### src/rtl/core/i2cbe_pkg.sv
package i2cbe_pkg;

    typedef enum logic [2:0] {
        OP_TICK  = 3'd0,
        OP_START = 3'd1,
        OP_STOP  = 3'd2,
        OP_WRITE = 3'd3,
        OP_READ  = 3'd4,
        OP_ACK   = 3'd5,
        OP_NACK  = 3'd6,
        OP_NONE  = 3'd7
    } op_t;

    localparam logic [3:0] PHASE_IDLE    = 4'd0;
    localparam logic [3:0] BITS_PER_BYTE = 4'd8;
    localparam logic [7:0] TPS_RESET     = 8'd5;

    typedef struct packed {
        logic [3:0] phase;
        logic [3:0] bit_count;
        logic [7:0] shift_reg;
        logic [2:0] active_op;
        logic [7:0] slot_count;
        logic       scl_level;
        logic       sda_level;
        logic       ack_flag;
        logic [7:0] rx_data;
    } eng_state_t;

    typedef struct packed {
        logic       rejected;
        logic       slave_ack;
        logic [7:0] rx_byte;
        logic       done_res;
        logic       busy_res;
        logic       sda_out;
        logic       scl_out;
    } result_t;

    localparam eng_state_t STATE_RESET = '{
        phase:      PHASE_IDLE,
        bit_count:  4'd0,
        shift_reg:  8'd0,
        active_op:  3'd0,
        slot_count: 8'd0,
        scl_level:  1'b1,
        sda_level:  1'b1,
        ack_flag:   1'b0,
        rx_data:    8'd0
    };

endpackage

### src/rtl/core/i2cbe_step.sv
module i2cbe_step (
    input  i2cbe_pkg::eng_state_t state,
    input  logic [2:0]            opcode,
    input  logic [7:0]            data_byte,
    input  logic                  sda_in,
    input  logic [7:0]            ticks_per_slot,
    output i2cbe_pkg::eng_state_t state_next,
    output i2cbe_pkg::result_t    result
);
    import i2cbe_pkg::*;

    logic       busy;
    logic [7:0] slot_len;
    logic [3:0] p;
    logic [3:0] bit_inc;
    logic [7:0] shift_one;
    logic       done;
    logic       rej;
    logic       fin;

    assign busy      = (state.phase != PHASE_IDLE);
    assign slot_len  = (ticks_per_slot == 8'd0) ? 8'd1 : ticks_per_slot;
    assign p         = state.phase - 4'd1;
    assign bit_inc   = state.bit_count + 4'd1;
    assign shift_one = {state.shift_reg[6:0], 1'b0};

    always_comb
    begin
        state_next = state;
        done       = 1'b0;
        rej        = 1'b0;
        fin        = 1'b0;
        if (opcode == OP_TICK)
        begin
            if (busy)
            begin
                if ({1'b0, state.slot_count} + 9'd1 >= {1'b0, slot_len})
                begin
                    state_next.slot_count = 8'd0;
                    case (state.active_op)
                        OP_START:
                        begin
                            if (p == 4'd0)
                            begin
                                state_next.sda_level = 1'b0;
                                state_next.phase     = 4'd2;
                            end
                            else
                            begin
                                state_next.scl_level = 1'b0;
                                fin = 1'b1;
                            end
                        end
                        OP_STOP:
                        begin
                            if (p == 4'd0)
                            begin
                                state_next.sda_level = 1'b1;
                                state_next.phase     = 4'd2;
                            end
                            else
                            begin
                                fin = 1'b1;
                            end
                        end
                        OP_WRITE:
                        begin
                            if (p == 4'd0)
                            begin
                                state_next.scl_level = 1'b1;
                                state_next.phase     = 4'd2;
                            end
                            else if (p == 4'd1)
                            begin
                                state_next.scl_level = 1'b0;
                                state_next.bit_count = bit_inc;
                                state_next.shift_reg = shift_one;
                                if (bit_inc < BITS_PER_BYTE)
                                begin
                                    state_next.sda_level = shift_one[7];
                                    state_next.phase     = 4'd1;
                                end
                                else
                                begin
                                    state_next.sda_level = 1'b1;
                                    state_next.phase     = 4'd3;
                                end
                            end
                            else if (p == 4'd2)
                            begin
                                state_next.scl_level = 1'b1;
                                state_next.phase     = 4'd4;
                            end
                            else if (p == 4'd3)
                            begin
                                state_next.ack_flag  = ~sda_in;
                                state_next.scl_level = 1'b0;
                                state_next.phase     = 4'd5;
                            end
                            else
                            begin
                                fin = 1'b1;
                            end
                        end
                        OP_READ:
                        begin
                            if (p == 4'd0)
                            begin
                                state_next.scl_level = 1'b1;
                                state_next.phase     = 4'd2;
                            end
                            else if (p == 4'd1)
                            begin
                                state_next.shift_reg = {state.shift_reg[6:0], sda_in};
                                state_next.bit_count = bit_inc;
                                state_next.scl_level = 1'b0;
                                state_next.phase     = (bit_inc < BITS_PER_BYTE) ? 4'd1 : 4'd3;
                            end
                            else
                            begin
                                state_next.rx_data = state.shift_reg;
                                fin = 1'b1;
                            end
                        end
                        default:
                        begin
                            if (p == 4'd0)
                            begin
                                state_next.scl_level = 1'b1;
                                state_next.phase     = 4'd2;
                            end
                            else if (p == 4'd1)
                            begin
                                state_next.scl_level = 1'b0;
                                state_next.phase     = 4'd3;
                            end
                            else
                            begin
                                fin = 1'b1;
                            end
                        end
                    endcase
                    if (fin)
                    begin
                        state_next.phase = PHASE_IDLE;
                        done = 1'b1;
                    end
                end
                else
                begin
                    state_next.slot_count = state.slot_count + 8'd1;
                end
            end
        end
        else if (opcode != OP_NONE)
        begin
            if (busy)
            begin
                rej = 1'b1;
            end
            else
            begin
                state_next.active_op  = opcode;
                state_next.phase      = 4'd1;
                state_next.slot_count = 8'd0;
                state_next.bit_count  = 4'd0;
                case (opcode)
                    OP_START:
                    begin
                        state_next.sda_level = 1'b1;
                        state_next.scl_level = 1'b1;
                    end
                    OP_STOP:
                    begin
                        state_next.sda_level = 1'b0;
                        state_next.scl_level = 1'b1;
                    end
                    OP_WRITE:
                    begin
                        state_next.shift_reg = data_byte;
                        state_next.sda_level = data_byte[7];
                    end
                    OP_READ:
                    begin
                        state_next.shift_reg = 8'd0;
                        state_next.sda_level = 1'b1;
                        state_next.scl_level = 1'b0;
                    end
                    OP_ACK:
                    begin
                        state_next.sda_level = 1'b0;
                    end
                    default:
                    begin
                        state_next.sda_level = 1'b1;
                    end
                endcase
            end
        end
    end

    always_comb
    begin
        result.scl_out   = state_next.scl_level;
        result.sda_out   = state_next.sda_level;
        result.busy_res  = (state_next.phase != PHASE_IDLE);
        result.done_res  = done;
        result.rx_byte   = state_next.rx_data;
        result.slave_ack = state_next.ack_flag;
        result.rejected  = rej;
    end

endmodule

### src/rtl/core/i2c_master_byte_engine.sv
// I2C master byte engine.
// Items arrive on the s_ stream: tuser carries the opcode (tick, start, stop,
// write, read, ack, nack) and tdata carries the byte to send and the sampled
// SDA level. Every accepted item gives exactly one result on the m_ stream,
// holding the SCL and SDA drive levels, busy, done, the last received byte,
// the slave acknowledge and the rejected flag.
// A result appears in the cycle after its item is accepted; one item is taken
// per cycle through the single registered step pass while s_tready is high.
// The result register lets a new item in while the previous result is being
// taken; s_tready falls only while a result waits and m_tready is low, so a
// stalled receiver holds the input side back without losing anything.
// The slot length is written on the cfg_ channel, which is always ready; a
// value of zero acts as one. It should be written only while the engine idles.
// Reset releases both lines, empties the result register, returns the
// sequencer to idle and sets the slot length to five ticks.
module i2c_master_byte_engine (
    input  logic        clk,
    input  logic        rst_n,
    input  logic        s_tvalid,
    output logic        s_tready,
    input  logic [15:0] s_tdata,   // data_byte[7:0], sda_in[8], zero fill
    input  logic [2:0]  s_tuser,   // opcode[2:0]
    output logic        m_tvalid,
    input  logic        m_tready,
    output logic [15:0] m_tdata,   // scl_out, sda_out, busy_res, done_res,
                                   // rx_byte[11:4], slave_ack, rejected, zero fill
    input  logic        cfg_valid,
    output logic        cfg_ready,
    input  logic [7:0]  cfg_data
);
    import i2cbe_pkg::*;

    eng_state_t state_reg;
    eng_state_t state_next;
    result_t    result_next;
    result_t    result_reg;
    logic       out_valid_reg;
    logic [7:0] tps_reg;
    logic       in_accept;

    assign s_tready  = ~out_valid_reg | m_tready;
    assign in_accept = s_tvalid & s_tready;
    assign cfg_ready = 1'b1;
    assign m_tvalid  = out_valid_reg;
    assign m_tdata   = {2'b00, result_reg};

    i2cbe_step u_step (
        .state          (state_reg),
        .opcode         (s_tuser),
        .data_byte      (s_tdata[7:0]),
        .sda_in         (s_tdata[8]),
        .ticks_per_slot (tps_reg),
        .state_next     (state_next),
        .result         (result_next)
    );

    always_ff @(posedge clk or negedge rst_n)
    begin
        if (!rst_n)
        begin
            state_reg     <= STATE_RESET;
            out_valid_reg <= 1'b0;
            tps_reg       <= TPS_RESET;
        end
        else
        begin
            if (cfg_valid)
            begin
                tps_reg <= cfg_data;
            end
            if (in_accept)
            begin
                state_reg     <= state_next;
                out_valid_reg <= 1'b1;
            end
            else if (m_tready)
            begin
                out_valid_reg <= 1'b0;
            end
        end
    end

    always_ff @(posedge clk)
    begin
        if (in_accept)
        begin
            result_reg <= result_next;
        end
    end

endmodule

### config.mk
export PLATFORM = sky130hd
export DESIGN_NAME = i2c_master_byte_engine
export DESIGN_NICKNAME = d
export VERILOG_FILES = /design/src/rtl/core/i2cbe_pkg.sv /design/src/rtl/core/i2cbe_step.sv /design/src/rtl/core/i2c_master_byte_engine.sv
export SDC_FILE = /design/constraint.sdc
export NUM_CORES = 1
export LEC_CHECK = 0
export ABC_AREA = 1
export BUFFER_PORTS_ARGS = -buffer_cell sky130_fd_sc_hd__buf_2
export CAP_MARGIN = 20
export CELL_PAD_IN_SITES_DETAIL_PLACEMENT = 1
export CELL_PAD_IN_SITES_GLOBAL_PLACEMENT = 1
export CORE_MARGIN = 2
export CORE_UTILIZATION = 37
export DETAILED_ROUTE_END_ITERATION = 6
export GPL_TIMING_DRIVEN = 0
export HOLD_SLACK_MARGIN = 0.03
export MAX_ROUTING_LAYER = met4
export PLACE_DENSITY_LB_ADDON = 0.1
export SYNTH_ARGS = -nofsm -noshare
export SYNTH_HDL_FRONTEND = slang
export SYNTH_SLANG_ARGS = --single-unit
### constraint.sdc
create_clock -name clk -period 3.4 [get_ports clk]
set_input_delay 0.85 -clock clk [delete_from_list [all_inputs] [get_ports clk]]
set_output_delay 0.85 -clock clk [all_outputs]
set_load 0.05 [all_outputs]
Word level (Yosys, flattened, before mapping)
Index checks and enable logic that the tools add are counted.
{"block": "op_classes", "add_sub_neg": 4, "multipliers": 0, "div_mod_pow": 0, "order_cmp": 2, "eq_ne": 21, "shift": 0, "n_mux": 66, "bitwise_logic": 7, "reduce_logical": 17}
{"operator": "16-bit 2-to-1 mux", "count": 4}
{"operator": "29-bit 2-to-1 mux", "count": 2}
{"operator": "8-bit 2-to-1 mux", "count": 5}
{"operator": "12-bit 2-to-1 mux", "count": 3}
{"operator": "4-bit 2-to-1 mux", "count": 9}
{"operator": "1-bit 2-to-1 mux", "count": 29}
{"operator": "12-bit case mux with 2 select lines", "count": 1}
{"operator": "19-bit 2-to-1 mux", "count": 1}
{"operator": "3-bit != test (second input constant)", "count": 6}
{"operator": "8-bit case mux with 2 select lines", "count": 1}
{"operator": "3-bit by 2-bit equality test with 1-bit output (second input constant)", "count": 4}
{"operator": "4-bit case mux with 3 select lines", "count": 1}
{"operator": "11-bit 2-to-1 mux", "count": 1}
{"operator": "11-bit AND reduction", "count": 1}
{"operator": "10-bit 2-to-1 mux", "count": 1}
{"operator": "10-bit AND reduction", "count": 1}
{"operator": "8-bit by 1-bit adder with 9-bit output (second input constant)", "count": 1}
{"operator": "3-bit equality test (second input constant)", "count": 3}
{"operator": "9-bit by 8-bit >= comparator with 1-bit output", "count": 1}
{"operator": "9-bit 2-to-1 mux", "count": 1}
{"operator": "8-bit by 1-bit adder with 8-bit output (second input constant)", "count": 1}
{"operator": "4-bit by 2-bit equality test with 1-bit output (second input constant)", "count": 2}
{"operator": "8-bit zero test", "count": 1}
{"operator": "4-bit AND reduction", "count": 2}
{"operator": "20 further kinds", "count": 35}
{"block": "totals", "ff_bits": 61, "latch_bits": 0, "mem_bits_rw": 0, "mem_bits_ro": 0, "in_bits": 32, "out_inout_bits": 19, "mem_count": 0}

Logic depth before layout (Yosys ltp)
Gate-level depths: netlist (run 1).
{"block": "logic_depth", "depth_word": 15, "depth_mapped": 21}

Modules after synthesis
Synthesis (run 1) repeated with hierarchy kept, for this count alone.
{"block": "unflattened", "cells_unflattened": 571, "area_unflattened_um2": 4156.5}
{"module": "i2c_master_byte_engine", "instances": 1, "cells_each": 222, "area_per_inst_um2": 2313.5, "seq_area_each_um2": 1601.5}
{"module": "i2cbe_step", "instances": 1, "cells_each": 349, "area_per_inst_um2": 1843.0, "seq_area_each_um2": 0.0}

Least setup slack after synthesis (run 1)
Ideal clock, no wire load.
{"block": "synth_timing", "kind": "input to register", "from": "input port m_tready", "to": "register result_reg (netlist bit m_tdata[0]), enable pin", "arrival_time_ps": 2285, "t_required_ps": 3016, "slack_ps": 731, "stages": 5, "path_buffers": 1, "cell_sequence": "inv_1 -> nand2_1 -> nand2_2 -> inv_1 -> clkbuf_1"}
{"block": "synth_between", "elab_chain_len": 2}
{"item": "from (decl)", "line": "i2c_master_byte_engine.sv:24", "rtl": "input logic m_tready,"}
{"item": "1-bit bitwise OR", "line": "i2c_master_byte_engine.sv:41", "rtl": "assign s_tready = ~out_valid_reg | m_tready;"}
{"item": "net s_tready", "line": "i2c_master_byte_engine.sv:20", "rtl": "output logic s_tready,"}
{"item": "1-bit bitwise AND", "line": "i2c_master_byte_engine.sv:42", "rtl": "assign in_accept = s_tvalid & s_tready;"}
{"item": "net in_accept", "line": "i2c_master_byte_engine.sv:39", "rtl": "logic in_accept;"}
{"item": "to (signal assigned)", "line": "i2c_master_byte_engine.sv:87", "rtl": "result_reg <= result_next;"}
{"item": "to (decl)", "line": "i2c_master_byte_engine.sv:36", "rtl": "result_t result_reg;"}
The timed path passes the listed nets, and every way through them passes these cells.
A chain may end at the register's enable or synchronous reset.

==> results of run 1 <==
power breakdown:
part / internal [mW] / switching, mW / leakage, nW
logic: 0.216 / 0.510 / 1.36
clock network: 0.416 / 0.337 / 0.110
registers: 0.875 / 0.0671 / 0.715
stage by stage:
step,setup WS (ns),power [mW]
CTS,0.378,2.45
global placement,0.428,1.66
floorplan,0.731,1.47
finish,0.448,2.42
global route,0.0353,2.58
detailed placement,0.386,1.69
routing by layer:
metal,vias to the layer above,GRT usage (%)
met1,1558,24.8
met5,-,-
li1,1611,-
met4,0,7.53
met2,47,36.3
met3,13,3.78
synthesized netlist by cell type, types with 4 or more instances:
library cell    n  area share [%]
nand2_1       162              16
inv_1          49             5.0
dfrtp_1        43              29
o21ai_0        38             5.2
nand3_1        36             4.9
nor2_1         15             1.5
edfxtp_1       14              11
ha_1           11             3.7
nand2_2         9             1.5
o21ai_1         9             1.2
inv_2           8            0.81
a21oi_1         6            0.81
buf_4           6             1.2
dfstp_2         4             2.9
nand4_1         4            0.68
nor2_2          4            0.68
nor2_4          4             1.2
o21ai_2         4            0.95
xor2_1          4            0.95
cell families after synthesis:
family	share of synthesized area [%]
xor gates and xnor gates	1.19
buffers and inverters	8.58
adders and majority gates	3.73
other	0.204
DFF	43.4
and+or+nand+nor	32.1
AOI/OAI and AO/OA	10.7
worst max path at each step:
| stage | start | end | cells past startpoint |
|---|---|---|---|
| 2_1_floorplan | m_tready | m_tdata[0] | 5 |
| 3_3_place_gp | state_reg[11] | m_tdata[2] | 17 |
| 3_5_place_dp | state_reg[11] | m_tdata[2] | 17 |
| 4_1_cts | state_reg[11] | m_tdata[2] | 17 |
| 5_1_grt | state_reg[11] | state_reg[24] | 18 |
| 6_report | state_reg[11] | m_tdata[2] | 17 |
worst min-delay path, stage by stage, from the launching register on:
cell	delay, ns
dfrtp_1	0.35
nand2_1	0.06
nand2_1	0.06
area by class of cell:
type / count / area, um2
well taps: 133 / 166
clock inverters: 7 / 98.8
inverters: 59 / 229
clock buffers: 9 / 124
multi-input cells: 337 / 1770
flip-flops and latches: 61 / 1600
plain buffers: 12 / 87.6
repair buffers: 42 / 235
fillers: 1235 / 5410
==> impl_metrics.yaml, run 1 <==
status:
  outcome: "finished, final reports clean"
setup_path:
  cp_data_required_time_ns: 3.52
  r2r-end: "m_tdata[2]"
  cp_top_family: "simple AND/OR/NAND/NOR gates"
  cp.arrival_ns: 3.07
  rrSetupSlack_ns: 0.45
  cp_cell_sequence: "nand3_1 -> nor2_1 -> inv_1 -> o21ai_0 -> inv_1 -> ha_1 -> o211a_1 -> nand2_1 -> nand2_1 -> nand2_1 -> nand2_4 -> buf_4 -> nand3_1 -> nand2_1 -> nand2_1 -> nor2_1 -> nand2_1"
  reg2reg_depth: 17
  r2r_start: "state_reg[11]"
  critical_path.startpoint_type: "flip-flop"
  slowest_stage: "dfrtp_1"
  cp_common_cell: "nand2_1"
  worst-setup-path-type: "flip-flop to flip-flop"
  cpPeakStageDelay_ns: 0.44
  worstSetupEndpointType: "flip-flop"
  crit_fanout: 10
  crit_buf_inv: 3
drt:
  dr_wl_met2_um: 5080
  num_vias: 3229
  dr.pass1.iters: 4
  top_layer: "met4"
  drt_wl_total_um: 10200
  route.detailed.drc: 0
  drtIter0Drc: 123
  drt-vias-per-instance: 4.89
  wl_met3_um: 270
  wl_met1_um: 4630
  wl_per_cell_um: 15.4
  drtAntennaViolNets: 0
timing:
  finalCritPeriodShare_pct: 86.8
  fmax_mhz: 339
  relSlewSlack_pct: 57.3
  setup_viol: 0
  rsz0062_at_grt: "no"
  fin_hold_ws_ns: 0.491
  finalHoldViolCount: 0
  fin_setup_tns_ns: 0
  period_minus_slack_ns: 2.95
  tightest_slew_ns: 0.640
  fin_skew_ns: 0.0124
  drv_slew: 0
min_path:
  holdCritStartpoint: "state_reg[6]"
  holdCritPathClass: "flip-flop to flip-flop"
  whs_endpoint: "state_reg[6]"
  worstHoldPathCells: 2
cells_and_area:
  mostFrequentLayoutCells: "nand2_1, inv_1, dfrtp_1, buf_2, o21ai_0"
  antenna_cells: 0
  largest_reg_flops: 38
  drive_gt1_share_pct: 22.0
  finalNonFillerCells: 660
  area_delta_synth_final_pct: 17.0
  postLayoutCoreUtil_pct: 44.4
  final_common_cell: "nand2_1"
  fin_nets: 565
  final_cell_area_um2: 4320
placement:
  portBuffers: 40
  postPlaceCellArea_um2: 4090
  hpwl_um: 7750
  gp_congestion: 0.856
  post-place-cells: 644
die:
  coreArea_um2: 9730
  ios: 51
  fp-row-count: 36
  die_area_um2: 10800
  initial_core_util_pct: 37.9
  chipWidth_um: 104
  die_h_um: 104
synthesis:
  ys_warn_count: 0
  synth.cell_area_um2: 3690
  syn-instance-count: 468
  synth_edf_count: 14
  syn_area_per_cell_um2: 7.88
  yosysSeqAreaShare_pct: 43.4
  synth_cell_types: 45
  async_reset_ff_share_pct: 77.0
  ys_ff_latch: 61
  synth_ff_type: "dfrtp_1"
cts:
  cts_tree: "done"
  clock_latency_ns: 0.36
  clkTransAtPathRegs_ns: 0.08
  cts_setup_buffers: 0
  cts_buffers: 9
  root_buffer: "clkbuf_8"
  ctsResizeCount: 0
  clk_path_buf_depth: 2
  ctsHoldBuffers: 0
  cts.sinks: 61
  cts.htree.levels: 3
power:
  ir_drop_uv: 193
  powerDensity_nw_per_um2: 561
  leakage_nw: 2.18
global_routing:
  grt_usage_pct: 21.1
  grt_max_degree: 25
  grt_pass1_wl_um: 17300
  antenna_found_initial: 0
  grt-ovfl-total: 0
  grt_pass1_vias: 3517
job:
  maxCapViolations: 0
Power figures use the tool's default switching activity.
==> inputs of run 2 (changes only) <==
--- a/config.mk
+++ b/config.mk
@@ -13,6 +13,7 @@
 export CORE_MARGIN = 2
 export CORE_UTILIZATION = 37
 export DETAILED_ROUTE_END_ITERATION = 6
+export GPL_ROUTABILITY_DRIVEN = 0
 export GPL_TIMING_DRIVEN = 0
 export HOLD_SLACK_MARGIN = 0.03
 export MAX_ROUTING_LAYER = met4
==> constraint.sdc (replaced) <==
create_clock -name clk -period 3.1 [get_ports clk]
set_input_delay 0.775 -clock clk [delete_from_list [all_inputs] [get_ports clk]]
set_output_delay 0.775 -clock clk [all_outputs]
set_load 0.05 [all_outputs]
==> impl_metrics.yaml, run 2 (synthesis gave the netlist of run 1 again) <==
power:
  design_power_total_mw: 2.59
  ir_drop_uv: 201
  powerDensity_nw_per_um2: 599
  leakage_nw: 2.19
cts:
  root_buffer: "clkbuf_8"
  clk_path_buf_depth: 2
  cts.htree.levels: 3
  clock_latency_ns: 0.35
  cts.sinks: 61
  clkTransAtPathRegs_ns: 0.09
  cts_tree: "done"
  cts_buffers: 9
  ctsHoldBuffers: 0
status:
  outcome: "finished, final reports clean"
timing:
  fin_setup_tns_ns: 0
  finalHoldViolCount: 0
  drv_slew: 0
  relSlewSlack_pct: 57.4
  fin_skew_ns: 0.0171
  period_minus_slack_ns: 2.82
  setup_viol: 0
  finalCritPeriodShare_pct: 91.1
  tightest_slew_ns: 0.639
  rsz0062_at_grt: "no"
  fmax_mhz: 354
global_routing:
  grt_pass1_wl_um: 16600
  antenna_found_initial: 0
  grt_max_degree: 37
  grt_usage_pct: 19.8
  grt_pass1_vias: 3287
  grt-ovfl-total: 0
die:
  die_h_um: 104
  coreArea_um2: 9730
  ios: 51
  die_area_um2: 10800
  fp-row-count: 36
  initial_core_util_pct: 37.9
  chipWidth_um: 104
drt:
  num_vias: 3243
  drt-vias-per-instance: 4.89
  top_layer: "met4"
  wl_met3_um: 292
  route.detailed.drc: 0
  drtIter0Drc: 88
  wl_met1_um: 4490
  dr_wl_met2_um: 4820
  dr.pass1.iters: 4
  wl_per_cell_um: 14.7
  drt_wl_total_um: 9720
  drtAntennaViolNets: 0
job:
  maxCapViolations: 0
cells_and_area:
  largest_reg_flops: 38
  area_delta_synth_final_pct: 17.1
  final_common_cell: "nand2_1"
  fin_nets: 568
  n_fill_cell: 1251
  finalNonFillerCells: 663
  drive_gt1_share_pct: 22.8
  mostFrequentLayoutCells: "nand2_1, inv_1, dfrtp_1, buf_2, o21ai_0"
  antenna_cells: 0
setup_path:
  worst-setup-path-type: "flip-flop to flip-flop"
  cp.arrival_ns: 3.09
  worstSetupEndpointType: "flip-flop"
  crit_fanout: 7
  cp_data_required_time_ns: 3.37
  critical_path.startpoint_type: "flip-flop"
placement:
  portBuffers: 40
  hpwl_um: 7460
  post-place-cells: 644
min_path:
  holdCritPathClass: "primary input to asynchronous set/reset pin"
==> run 2: cell count changes in the layout (fill, tap and decap cells not counted), sizes merged <==
| cell | delta |
|---|---|
| buf | +3 |
| clkinv | +2 |
| clkinvlp | -1 |
| bufinv | -1 |
==> run 2: final cells by class <==
class,instances,area [um2],area share [%]
sequential,61,1600,37.1
clock buffer,9,124,2.87
buffer,12,87.6,2.03
multi-input combinational,337,1780,41.2
tap,133,166,3.85
clock inverter,7,75.1,1.74
inverter,59,229,5.30
timing repair buffer,45,258,5.97
==> run 2: final timing paths <==
check	depth (start not counted)	to	from	slack, ns
min reg2reg	2	state_reg[0]	state_reg[0]	0.49
max	16	state_reg[30]	state_reg[11]	0.28
max in group asynchronous	2	tps_reg[0]	rst_n	2.20
min	1	state_reg[21]	rst_n	0.31
min in group clk	2	state_reg[0]	state_reg[0]	0.49
max reg2reg	16	state_reg[30]	state_reg[11]	0.28
==> run 2: where the power goes <==
part / total, mW / switching [mW] / leakage, nW / internal, mW
logic: 0.810 / 0.558 / 1.37 / 0.252
registers: 1.03 / 0.0732 / 0.715 / 0.960
clock network: 0.742 / 0.366 / 0.104 / 0.375
==> run 2: stage by stage <==
stage	cell area (um2)	utilization, %	hold WS, ns	setup slack [ns]
CTS	4290	44.1	0.317	0.0996
global placement	4060	41.7	0.462	0.148
global route	4320	44.4	0.327	0.00352
finish	4320	44.4	0.313	0.276
floorplan	3690	-	0.449	0.506
detailed placement	4090	42.1	0.470	0.104
==> run 2: metal layers <==
layer | vias to the layer above | track usage, %
met5 | - | -
met4 | 0 | 5.60
met3 | 8 | 3.59
met2 | 43 | 33.2
met1 | 1575 | 24.4
li1 | 1617 | -
==> run 2: worst max-delay path, stage by stage, from the launching register on <==
cell and delay [ns]:
dfrtp_1 0.43, ha_1 0.21, nand3_1 0.14, nor2_2 0.17, xor2_1 0.24, ha_1 0.29, o211a_1 0.11, nand2_1 0.06
nand2_1 0.06, nand2_2 0.14, nand2_4 0.10, buf_4 0.17, o21ai_4 0.23, inv_1 0.07, nand2_1 0.16, nand2_1 0.08
o21ai_1 0.07
==> run 2: what timing repair did <==
action,4_1_cts,5_1_grt
endpoints found under the setup margin,0,10
hold endpoints to repair,0,0
gates resized for setup,0,3
buffers inserted,0,3
==> inputs of run 3 (changes only) <==
--- a/config.mk
+++ b/config.mk
@@ -17,7 +17,7 @@
 export GPL_TIMING_DRIVEN = 0
 export HOLD_SLACK_MARGIN = 0.03
 export MAX_ROUTING_LAYER = met4
-export PLACE_DENSITY_LB_ADDON = 0.1
+export PLACE_DENSITY = 0.76
 export SYNTH_ARGS = -nofsm -noshare
 export SYNTH_HDL_FRONTEND = slang
 export SYNTH_SLANG_ARGS = --single-unit
==> impl_metrics.yaml, run 3 (synthesis gave the netlist of run 1 again) <==
cells_and_area:
  area_delta_synth_final_pct: 16.6
  mostFrequentLayoutCells: "nand2_1, inv_1, dfrtp_1, buf_2, o21ai_0"
  fin_nets: 567
  final_common_cell: "nand2_1"
  n_fill_cell: 1245
  largest_reg_flops: 38
  antenna_cells: 0
  drive_gt1_share_pct: 22.9
placement:
  portBuffers: 40
  place_ws_ns: 0.133
  hpwl_um: 7620
die:
  fp-row-count: 36
  ios: 51
  coreArea_um2: 9730
  initial_core_util_pct: 37.9
  die_area_um2: 10800
  die_h_um: 104
  chipWidth_um: 104
setup_path:
  slowest_stage: "dfrtp_1"
  cpPeakStageDelay_ns: 0.43
  cp_cell_sequence: "ha_1 -> nand3_1 -> nor2_4 -> xor2_2 -> ha_1 -> o211a_1 -> nand2_1 -> nand2_1 -> nand2_1 -> nand2_4 -> buf_4 -> nand2_1 -> nand2_1 -> nand2_1 -> nand2_1 -> nor2_1 -> nand2_1"
  cp_common_cell: "nand2_1"
  crit_fanout: 6
  cp_data_required_time_ns: 3.19
  cp.arrival_ns: 2.98
  critical_path.startpoint_type: "flip-flop"
  worst-setup-path-type: "flip-flop to flip-flop"
  worstSetupEndpointType: "flip-flop"
global_routing:
  grt_usage_pct: 19.4
  use_met2_pct: 33.5
  antenna_found_initial: 0
  grt_pass1_wl_um: 16500
  grt-ovfl-total: 0
  grt_max_degree: 36
  grtUsageMet1_pct: 23.0
  met3_usage_pct: 3.40
  grt_pass1_vias: 3479
  grt-busiest-layer: "met2"
timing:
  fmax_mhz: 346
  setup_ws_ns: 0.213
  drv_slew: 0
  period_minus_slack_ns: 2.89
  relSlewSlack_pct: 58.3
  fin_skew_ns: 0.00985
  tightest_slew_ns: 0.626
  setup_viol: 0
  fin_hold_ws_ns: 0.341
  finalHoldViolCount: 0
  finalCritPeriodShare_pct: 93.1
cts:
  cts.sinks: 61
  root_buffer: "clkbuf_8"
  cts_tree: "done"
  clkTransAtPathRegs_ns: 0.08
  cts_buffers: 9
  cts.htree.levels: 3
  clk_path_buf_depth: 2
  clock_latency_ns: 0.33
power:
  design_power_total_mw: 2.47
  ir_drop_uv: 230
  powerDensity_nw_per_um2: 576
  leakage_nw: 2.16
drt:
  drtAntennaViolNets: 0
  dr.pass1.iters: 4
  drtIter0Drc: 120
  drt-vias-per-instance: 5.02
  num_vias: 3326
  route.detailed.drc: 0
  wl_per_cell_um: 15.0
  drt_wl_total_um: 9920
status:
  outcome: "finished, final reports clean"
job:
  maxCapViolations: 0
min_path:
  holdCritPathClass: "primary input to asynchronous set/reset pin"
## run 3: cell type report
class	count	area [um2]	share of cell area [%]
Timing Repair Buffer	44	246	5.74
Multi-Input combinational cell	337	1790	41.7
Clock buffer	9	124	2.88
Inverter	59	229	5.33
Clock inverter	7	50.0	1.16
Buffer	12	87.6	2.04
Sequential cell	61	1600	37.3
Tap cell	133	166	3.87
## run 3: final timing paths
path / startpoint / endpoint / slack (ns) / cells past startpoint
setup / recovery: state_reg[11] / m_tdata[2] / 0.21 / 17
hold / removal: rst_n / state_reg[20] / 0.34 / 1
setup reg to reg: state_reg[11] / m_tdata[2] / 0.21 / 17
hold reg to reg: state_reg[2] / state_reg[2] / 0.49 / 2
max in group asynchronous: rst_n / state_reg[9] / 2.18 / 2
min in group clk: state_reg[2] / state_reg[2] / 0.49 / 2
## run 3: routing by layer
layer	wire (um)	up-vias
li1	-	1616
met1	4300	1618
met2	5050	71
met3	337	21
met4	223	0
met5	0	-
## run 3: what timing repair did
item	in CTS	in global routing
setup endpoints to repair	0	12
gates resized for setup	0	5
hold endpoints to repair	0	0
buffers inserted	0	2
hold buffers	0	0
## run 3: power breakdown
group	internal (mW)	switching, mW	total [mW]	leakage, nW
registers	0.960	0.0769	1.04	0.715
clock network	0.291	0.341	0.632	0.0816
logic	0.246	0.559	0.805	1.37
total	1.50	0.977	2.47	2.16
## run 3: per-stage QoR
stage | util, % | cell area, um2 | setup TNS [ns] | instances
floorplan | - | 3690 | 0 | 469
global placement | 41.7 | 4060 | 0 | 642
detailed placement | 41.9 | 4080 | 0 | 643
CTS | 43.7 | 4250 | 0 | 659
global route | 44.2 | 4300 | -0.0199 | 662
finish | 44.2 | 4300 | 0 | 662
## run 3: worst max-delay path, delay by kind of cell, from the launching register on
family / cells / cell delay, ns
AOI/OAI and AO/OA: 1 / 0.12
xor gates and xnor gates: 1 / 0.21
adders and majority gates: 2 / 0.49
buffers and inverters: 1 / 0.19
DFF: 1 / 0.43
and+or+nand+nor: 12 / 1.20
